### config.mk
export PLATFORM = sky130hd
export DESIGN_NAME = high_ascii_segment_filter
export DESIGN_NICKNAME = d
export VERILOG_FILES = /design/src/rtl/hasf_pkg.sv /design/src/rtl/hasf_ram.sv /design/src/rtl/hasf_front.sv /design/src/rtl/hasf_queue.sv /design/src/rtl/hasf_back.sv /design/src/rtl/high_ascii_segment_filter.sv
export SDC_FILE = /design/constraint.sdc
export NUM_CORES = 1
export LEC_CHECK = 0
export ABC_AREA = 1
export BUFFER_PORTS_ARGS = -buffer_cell sky130_fd_sc_hd__buf_2
export CORE_ASPECT_RATIO = 1.25
export CORE_MARGIN = 5
export CORE_UTILIZATION = 53
export DETAILED_ROUTE_END_ITERATION = 7
export GPL_TIMING_DRIVEN = 0
export PLACE_DENSITY = 0.68
export SYNTH_ARGS = -nofsm -noshare
export SYNTH_HDL_FRONTEND = slang
export SYNTH_SLANG_ARGS = --single-unit
### constraint.sdc
create_clock -name clk -period 2.7 [get_ports clk]
set_input_delay 0.27 -clock clk [delete_from_list [all_inputs] [get_ports clk]]
set_output_delay 0.27 -clock clk [all_outputs]
set_load 0.005 [all_outputs]
### src/rtl/hasf_pkg.sv
// Shared types, constants and helper functions of the high-ASCII segment filter.
package hasf_pkg;

	// Segment store geometry: one bank holds one segment, two banks alternate.
	localparam int STORE_DEPTH = 63;
	localparam int IDX_W = 6;
	localparam int BANK_COUNT = 2;
	localparam int RAM_DEPTH = BANK_COUNT * (1 << IDX_W);
	localparam int RAM_ADDR_W = IDX_W + 1;
	localparam int DEFAULT_SEGMENT_CAPACITY = 63;

	// Character codes used by the classifier and the emitter.
	localparam logic [7:0] CHAR_UPPER_A = 8'h41;
	localparam logic [7:0] CHAR_UPPER_Z = 8'h5A;
	localparam logic [7:0] CHAR_LOWER_A = 8'h61;
	localparam logic [7:0] CHAR_LOWER_Z = 8'h7A;
	localparam logic [7:0] SPACE_BYTE = 8'h20;

	// One finished segment handed from the front to the back.
	typedef struct packed {
		logic             bank;
		logic [IDX_W-1:0] len;
	} job_t;

	// The back returns a bank once its segment has been fully emitted.
	typedef struct packed {
		logic valid;
		logic bank;
	} release_t;

	typedef enum logic [1:0] {
		B_IDLE,
		B_BYTES,
		B_SPACE
	} back_state_t;

	// A segment byte is a letter or any byte with its top bit set.
	function automatic logic is_segment_byte(input logic [7:0] b);
		logic res;
		res = b[7]
			|| ((b >= CHAR_UPPER_A) && (b <= CHAR_UPPER_Z))
			|| ((b >= CHAR_LOWER_A) && (b <= CHAR_LOWER_Z));
		return res;
	endfunction

endpackage

### src/rtl/hasf_ram.sv
// Generic simple dual-port RAM with one write port and one registered read port.
module hasf_ram #(
	parameter int WIDTH = 8,
	parameter int DEPTH = 128,
	parameter int ADDR_W = $clog2(DEPTH)
) (
	input  logic              clk,
	input  logic              we,
	input  logic [ADDR_W-1:0] waddr,
	input  logic [WIDTH-1:0]  wdata,
	input  logic              re,
	input  logic [ADDR_W-1:0] raddr,
	output logic [WIDTH-1:0]  rdata
);

	logic [WIDTH-1:0] mem [DEPTH];

	// Write port.
	always_ff @(posedge clk) begin
		if (we) begin
			mem[waddr] <= wdata;
		end
	end

	// Registered read port.
	always_ff @(posedge clk) begin
		if (re) begin
			rdata <= mem[raddr];
		end
	end

endmodule

### src/rtl/hasf_front.sv
// Front end: accepts input words, classifies them and fills the segment banks.
module hasf_front #(
	parameter int SEGMENT_CAPACITY = hasf_pkg::DEFAULT_SEGMENT_CAPACITY
) (
	input  logic                            clk,
	input  logic                            arst_n,
	input  logic                            push,
	output logic                            full,
	input  logic [7:0]                      data_byte,
	input  logic                            end_of_buffer,
	input  hasf_pkg::release_t              rel,
	output logic                            ram_we,
	output logic [hasf_pkg::RAM_ADDR_W-1:0] ram_waddr,
	output logic [7:0]                      ram_wdata,
	output logic                            job_push,
	output hasf_pkg::job_t                  job
);
	import hasf_pkg::*;

	localparam logic [IDX_W-1:0] CAP_L = IDX_W'(SEGMENT_CAPACITY);

	logic                 wr_bank_q;
	logic [IDX_W-1:0]     len_q;
	logic                 high_q;
	logic                 ovf_q;
	logic [BANK_COUNT-1:0] busy_q;

	logic accept;
	logic seg;
	logic keep;
	logic [BANK_COUNT-1:0] busy_set;
	logic [BANK_COUNT-1:0] busy_clr;

	// A new word is taken only while the bank being filled is free.
	assign full   = busy_q[wr_bank_q];
	assign accept = push && !full;
	assign seg    = is_segment_byte(data_byte);
	assign keep   = high_q && !ovf_q && (len_q != '0);

	// Store segment bytes while there is room in the bank.
	assign ram_we    = accept && seg && (len_q < CAP_L);
	assign ram_waddr = {wr_bank_q, len_q};
	assign ram_wdata = data_byte;

	// A delimiter closes a kept segment and hands its bank to the back.
	assign job_push = accept && !seg && keep;
	assign job.bank = wr_bank_q;
	assign job.len  = len_q;

	// Bank ownership flags: set on handoff, cleared when the back releases.
	always_comb begin
		busy_set = '0;
		busy_clr = '0;
		if (job_push) begin
			busy_set[wr_bank_q] = 1'b1;
		end
		if (rel.valid) begin
			busy_clr[rel.bank] = 1'b1;
		end
	end

	always_ff @(posedge clk or negedge arst_n) begin
		if (!arst_n) begin
			busy_q <= '0;
		end else begin
			busy_q <= (busy_q & ~busy_clr) | busy_set;
		end
	end

	// Segment tracking state.
	always_ff @(posedge clk or negedge arst_n) begin
		if (!arst_n) begin
			wr_bank_q <= 1'b0;
			len_q     <= '0;
			high_q    <= 1'b0;
			ovf_q     <= 1'b0;
		end else if (accept) begin
			if (job_push) begin
				wr_bank_q <= !wr_bank_q;
			end
			if (!seg || end_of_buffer) begin
				len_q  <= '0;
				high_q <= 1'b0;
				ovf_q  <= 1'b0;
			end else begin
				if (data_byte[7]) begin
					high_q <= 1'b1;
				end
				if (len_q < CAP_L) begin
					len_q <= len_q + 1'b1;
				end else begin
					ovf_q <= 1'b1;
				end
			end
		end
	end

endmodule

### src/rtl/hasf_queue.sv
// Two-entry job queue between the front and the back.
module hasf_queue (
	input  logic           clk,
	input  logic           arst_n,
	input  logic           push,
	input  hasf_pkg::job_t push_job,
	input  logic           pop,
	output logic           empty,
	output hasf_pkg::job_t head
);
	import hasf_pkg::*;

	job_t       entry_q [2];
	logic       wr_ptr_q;
	logic       rd_ptr_q;
	logic [1:0] count_q;

	assign empty = (count_q == 2'd0);
	assign head  = entry_q[rd_ptr_q];

	// Entry storage.
	always_ff @(posedge clk) begin
		if (push) begin
			entry_q[wr_ptr_q] <= push_job;
		end
	end

	// Pointers and fill count.
	always_ff @(posedge clk or negedge arst_n) begin
		if (!arst_n) begin
			wr_ptr_q <= 1'b0;
			rd_ptr_q <= 1'b0;
			count_q  <= 2'd0;
		end else begin
			if (push) begin
				wr_ptr_q <= !wr_ptr_q;
			end
			if (pop) begin
				rd_ptr_q <= !rd_ptr_q;
			end
			unique case ({push, pop})
				2'b10:   count_q <= count_q + 2'd1;
				2'b01:   count_q <= count_q - 2'd1;
				default: count_q <= count_q;
			endcase
		end
	end

endmodule

### src/rtl/hasf_back.sv
// Back end: reads a finished segment from its bank and emits it followed by a space.
module hasf_back (
	input  logic                            clk,
	input  logic                            arst_n,
	input  logic                            job_empty,
	input  hasf_pkg::job_t                  job,
	output logic                            job_pop,
	output logic                            ram_re,
	output logic [hasf_pkg::RAM_ADDR_W-1:0] ram_raddr,
	input  logic [7:0]                      ram_rdata,
	output hasf_pkg::release_t              rel,
	output logic                            empty,
	input  logic                            pop,
	output logic [7:0]                      out_byte,
	output logic                            last_of_run
);
	import hasf_pkg::*;

	back_state_t      state_q;
	back_state_t      state_d;
	logic             bank_q;
	logic [IDX_W-1:0] len_q;
	logic [IDX_W-1:0] cnt_q;
	logic             rd_pend_q;
	logic             out_valid_q;
	logic [7:0]       out_byte_q;
	logic             out_last_q;

	logic slot_free;
	logic issue;
	logic load_space;

	assign slot_free = !out_valid_q || pop;

	// Next state.
	always_comb begin
		state_d = state_q;
		unique case (state_q)
			B_IDLE: begin
				if (!job_empty) begin
					state_d = B_BYTES;
				end
			end
			B_BYTES: begin
				if (cnt_q == len_q) begin
					state_d = B_SPACE;
				end
			end
			B_SPACE: begin
				if (!rd_pend_q && slot_free) begin
					state_d = B_IDLE;
				end
			end
			default: state_d = B_IDLE;
		endcase
	end

	// Control outputs of the sequencer.
	always_comb begin
		job_pop    = 1'b0;
		issue      = 1'b0;
		load_space = 1'b0;
		unique case (state_q)
			B_IDLE:  job_pop = !job_empty;
			B_BYTES: issue = (cnt_q != len_q) && !rd_pend_q && slot_free;
			B_SPACE: load_space = !rd_pend_q && slot_free;
			default: ;
		endcase
	end

	assign ram_re     = issue;
	assign ram_raddr  = {bank_q, cnt_q};
	assign rel.valid  = load_space;
	assign rel.bank   = bank_q;

	// Sequencer registers.
	always_ff @(posedge clk or negedge arst_n) begin
		if (!arst_n) begin
			state_q   <= B_IDLE;
			rd_pend_q <= 1'b0;
			cnt_q     <= '0;
		end else begin
			state_q   <= state_d;
			rd_pend_q <= issue;
			if (job_pop) begin
				cnt_q <= '0;
			end else if (issue) begin
				cnt_q <= cnt_q + 1'b1;
			end
		end
	end

	// Job details latched when a segment is taken.
	always_ff @(posedge clk) begin
		if (job_pop) begin
			bank_q <= job.bank;
			len_q  <= job.len;
		end
	end

	// Output register: holds the oldest result word until it is popped.
	always_ff @(posedge clk or negedge arst_n) begin
		if (!arst_n) begin
			out_valid_q <= 1'b0;
		end else if (rd_pend_q || load_space) begin
			out_valid_q <= 1'b1;
		end else if (pop) begin
			out_valid_q <= 1'b0;
		end
	end

	always_ff @(posedge clk) begin
		if (rd_pend_q) begin
			out_byte_q <= ram_rdata;
			out_last_q <= 1'b0;
		end else if (load_space) begin
			out_byte_q <= SPACE_BYTE;
			out_last_q <= 1'b1;
		end
	end

	assign empty       = !out_valid_q;
	assign out_byte    = out_byte_q;
	assign last_of_run = out_last_q;

endmodule

### src/rtl/high_ascii_segment_filter.sv
// Top level of the high-ASCII segment filter.
//
// Input channel: push/full. A word (data_byte, end_of_buffer) is taken at a
// clock edge with push high and full low. Letters and bytes with the top bit
// set build a segment; any other byte is a delimiter. end_of_buffer drops the
// segment that is still open after that byte has been handled.
// Result channel: empty/pop. While empty is low the oldest result is on
// out_byte/last_of_run; it is taken at an edge with pop high.
// A kept segment comes out byte by byte, then a space with last_of_run set.
// Throughput: the front takes one word per cycle while a bank is free. The back
// reads a segment byte from the RAM only once the previous read has left the
// registered read port and the output register has room; the space follows the
// last byte, and the next segment is taken after the space has been loaded.
// Path: the first byte of a kept segment passes through the job queue, the back's
// job pop, the registered RAM read and the output register after its delimiter.
// Two banks of the segment RAM alternate; full rises while the front waits for
// the back to give up the bank it needs next, so a stalled receiver backs up
// into the input side after at most two finished segments.
// Reset clears all control state; the RAM contents are left as they are.
module high_ascii_segment_filter #(
	parameter int SEGMENT_CAPACITY = hasf_pkg::DEFAULT_SEGMENT_CAPACITY
) (
	input  logic       clk,
	input  logic       arst_n,
	input  logic       push,
	output logic       full,
	input  logic [7:0] data_byte,
	input  logic       end_of_buffer,
	output logic       empty,
	input  logic       pop,
	output logic [7:0] out_byte,
	output logic       last_of_run
);
	import hasf_pkg::*;

	logic                  ram_we;
	logic [RAM_ADDR_W-1:0] ram_waddr;
	logic [7:0]            ram_wdata;
	logic                  ram_re;
	logic [RAM_ADDR_W-1:0] ram_raddr;
	logic [7:0]            ram_rdata;
	logic                  job_push;
	job_t                  push_job;
	logic                  job_pop;
	logic                  job_empty;
	job_t                  head_job;
	release_t              rel;

	// Classifier and bank filler.
	hasf_front #(
		.SEGMENT_CAPACITY(SEGMENT_CAPACITY)
	) u_front (
		.clk          (clk),
		.arst_n       (arst_n),
		.push         (push),
		.full         (full),
		.data_byte    (data_byte),
		.end_of_buffer(end_of_buffer),
		.rel          (rel),
		.ram_we       (ram_we),
		.ram_waddr    (ram_waddr),
		.ram_wdata    (ram_wdata),
		.job_push     (job_push),
		.job          (push_job)
	);

	// Segment store, two banks.
	hasf_ram #(
		.WIDTH(8),
		.DEPTH(RAM_DEPTH)
	) u_ram (
		.clk  (clk),
		.we   (ram_we),
		.waddr(ram_waddr),
		.wdata(ram_wdata),
		.re   (ram_re),
		.raddr(ram_raddr),
		.rdata(ram_rdata)
	);

	// Finished segments waiting for the back.
	hasf_queue u_queue (
		.clk     (clk),
		.arst_n  (arst_n),
		.push    (job_push),
		.push_job(push_job),
		.pop     (job_pop),
		.empty   (job_empty),
		.head    (head_job)
	);

	// Emitter.
	hasf_back u_back (
		.clk        (clk),
		.arst_n     (arst_n),
		.job_empty  (job_empty),
		.job        (head_job),
		.job_pop    (job_pop),
		.ram_re     (ram_re),
		.ram_raddr  (ram_raddr),
		.ram_rdata  (ram_rdata),
		.rel        (rel),
		.empty      (empty),
		.pop        (pop),
		.out_byte   (out_byte),
		.last_of_run(last_of_run)
	);

endmodule

==> results by stage <==
Outcome:
- The flow ran to the end, but the final reports show violations.
- The final reports fail on negative setup slack.

Logic synthesis:
- The yosys synthesis warning count is 0.
- The average instance area after synthesis is 10.9 um2.
- The count of flip-flops with a built-in enable after synthesis is 1061.
- Summing the sequential cell areas from Yosys gives 71.3% of the chip area.
- For this run, the leading register cell type out of synthesis is edfxtp_1.
- The number of nets in the synthesized netlist is 4184.
- The share of the synthesized area in compound gates (AO/OA/AOI/OAI) is 2.51%.
- The synthesized netlist devotes 0.110% of its cell area to adder and majority cells.
- After technology mapping, the gate count stands at 4167.
- The count of unique library cells instantiated by Yosys is 33.
- The cell area that synthesis handed to floorplanning was 0.0456 mm2.
- The count of state elements after synthesis is 1087.
- The mux contribution to synthesized area is 0%.
- In the synthesized netlist the async set-or-reset flop fraction comes to 2.30%.
- After synthesis, the largest family of logic cells by area is simple AND/OR/NAND/NOR gates.
- The post-synthesis simple-gate area fraction is 21.2%.
- The synthesized-area fraction occupied by xor and xnor cells is 0.192%.

Power:
- Across the VDD grid, the largest voltage drop is 720 uV.
- The design draws 49.4 mW.
- In this run the power density over the cells is 947 mW/mm2.
- In this run the static leakage power is 19.8 nW.

Critical path:
- The slowest cell on the critical path is nand2_1.
- Traced cell by cell, the critical path runs through inv_1 > nor2_1 > nand2_1 > nor2_4.
- The critical path start-end classification is reg2reg.
- For the worst setup path, the data arrival time is 3.17 ns.
- The type of destination of the critical path is a flop.
- Along the worst path, the maximum fanout reaches 8.
- The family of cells with the greatest summed delay on the critical path is simple AND/OR/NAND/NOR gates.
- The number of buffer and inverter instances along the worst setup path is 1.
- The required time reported for the critical path endpoint is 3.06 ns.
- The largest single stage delay on the critical path is 0.72 ns.
- The worst setup path is launched from a flop.

STA:
- The worst path setup slack after routing is -0.108 ns.
- The clock period minus worst slack is 2.81 ns.
- Setup repair after global routing could not meet its margin everywhere.
- In the final timing run, aggregate negative setup slack is -10.01 ns.
- Static timing analysis puts the maximum clock frequency at 0.356 GHz.
- Measured against its own limit, the worst slew margin works out to 23.8%.
- Setup violations remaining at the end of the flow were counted as 201.
- The largest clock skew in the final design is 0.0300 ns.
- The count of final max-slew check failures is 0.
- The worst-margin pin slew is 1.14 ns.
- The period utilization is 104%.
- The hold violation total from the final report was 0.
- Hold timing on the final database bottoms out at a slack of 0.0379 ns.

Finish:
- After routing the design area is 0.0522 mm2.
- Relative to the synthesized area, the layout overhead comes to 14.4%.
- Excluding fillers, the count of instances in the completed layout stands at 5530.
- The post-layout net count is 4360.
- The final core utilization is 61.0%.
- The proportion of layout cells with a drive suffix above 1 is 13.0%.

Route:
- The vias after detailed routing is 32.7k.
- The via density per instance is 5.92.
- For this run, design rule violations remaining after detail routing come to 0.
- For this block, the routed nets add up to 150 mm of wire.
- The number of DRC violations after detailed-routing iteration 0 is 4463.
- The average routed wire per standard cell is 27.2 um.
- Once detail routing completed, the nets flagged for antenna violations numbered 0.
- The first-pass iteration count of the detailed router is 8.

Clocking:
- Counting along the longest clock path gives a buffer depth of 3.
- The count of clock tree sinks is 1087.
- The number of H-tree levels is 3.
- The later pin in the worst-skew pair is clocked with a latency of 0.70 ns.
- Clock tree synthesis selected as its root buffer the cell clkbuf_16.
- After clock tree synthesis, the clock-pin slew on the worst setup and hold paths is 0.06 ns.
- TritonCTS built the clock tree.
- The total CTS buffers is 105.

Floorplan:
- Once the floorplan was initialized, standard cells occupied 53.3% of the core.
- The number of I/O pins is 24.
- The floorplan step set the die width to 272 um.
- From bottom edge to top edge, the die measures 338 um.
- The total area inside the core boundary comes to 0.0856 mm2.
- The number of core rows is 120.
- The die covers 0.0920 mm2.

GRT:
- Global routing consumed, over all layers together, 32.2% of the routing resources.
- The initial antenna violation count is 4.
- The first global-routing pass estimated 211 mm of wire.
- The number of global-route vias before repair is 30.7k.
- The total overflow left after global routing is 0.
- The maximum number of pins on one net before global-route repair is 109.

Run:
- Across the run, the number of max-cap violations was 0.

Place:
- The weighted congestion at the end of routability-driven global placement is 0.989.
- The number of placed cells counting well taps is 5296.
- Buffers placed on the I/O ports in this run total 23.
- Once detailed placement completed, the half-perimeter wirelength came to 103 mm.
- At the placement stage, the worst setup path has a slack of -1.06 ns.
- In this run the cell area measured after placement is 0.0474 mm2.

Min path:
- The type of the most critical hold path is in2reg.
==> layout by cell type, fill, tap and decap left out, types with 45 or more instances in the layout <==
master,count
nand2_1,1433
edfxtp_1,1061
nand3_1,510
inv_1,274
nor2_1,221
clkbuf_16,107
buf_2,90
nor2_4,89
o21ai_0,81
a21oi_1,71
nor2_2,63
clkbuf_1,60
o211ai_1,49
clkbuf_2,45
==> state kept, by name, indices dropped and copies added (netlist names), 2 cells and up <==
name and cells:
u_front.len_q 6, u_back.state_q 2, u_back.cnt_q 6, u_queue.count_q 2, u_queue.entry_q 14, u_ram.mem 1024
u_ram.rdata 8, u_back.out_byte 8, u_back.len_q 6, u_front.busy_q 2
==> synth_stat cells, drive strengths merged, types with 2 or more instances <==
library cell	n	area [um2]
xor2	8	70.1
xnor2	2	17.5
inv	279	1050
buf	146	773
a21oi	72	360
nand4	10	168
dfrtp	25	626
o21ai	83	415
nor2	374	1430
o211ai	49	368
ha	4	50.1
nand3	512	2570
nand2	1445	5430
edfxtp	1061	31900
nor3	5	30.0
clkinv	4	15.0
clkbuf	83	312
==> routing by layer <==
metal	GRT usage [%]	part of all wire, %
met4	21.8	8.0
met5	0	0
met2	52.0	47
met1	39.4	34
met3	6.85	11
==> report_power, final <==
part / switching (mW) / total, mW / internal (mW)
clock network: 6.41 / 14.2 / 7.74
logic: 12.1 / 16.1 / 4.00
registers: 0.186 / 19.2 / 19.0
total: 18.7 / 49.4 / 30.7
==> final timing paths <==
check                                   startpoint            endpoint  slack, ns  cells after the start
worst max-delay path              u_front.len_q[5]    u_ram.mem[56][6]      -0.11                      4
min in group asynchronous                   arst_n      u_front.high_q       0.15                      2
worst min-delay path                  data_byte[3]    u_ram.mem[69][3]       0.04                      1
worst max register to register    u_front.len_q[5]    u_ram.mem[56][6]      -0.11                      4
max in group asynchronous                   arst_n    u_front.len_q[1]       2.11                      2
worst min register to register  u_back.last_of_run  u_back.last_of_run       0.46                      2
==> cells by family (layout without fill, tap and decap cells) <==
group | count (synthesis) | after routing
AOI/OAI and AO/OA | 204 | 204
xor gates and xnor gates | 10 | 10
adders and majority gates | 4 | 4
buffers and inverters | 513 | 775
DFF | 1087 | 1087
other | 0 | 3
and+or+nand+nor | 2349 | 2349
==> final cells by class <==
class	count	area (um2)
Buffer	227	1300
Antenna cell	3	7.51
Timing Repair Buffer	71	881
Fill cell	6780	33400
Multi-Input combinational cell	2567	11800
Inverter	284	1080
Clock buffer	132	2770
Sequential cell	1087	32500
Tap cell	1098	1370
Clock inverter	61	459
==> timing repair <==
item                                    in CTS  in global routing
cloned                                       0                  0
pin swaps                                   14                  6
hold buffers                                 7                  0
resized for setup                          288                107
buffers inserted                            25                  8
hold endpoints to repair                   104                  0
endpoints found under the setup margin    1032                722
No activity file was read; power rests on OpenSTA's default activity.
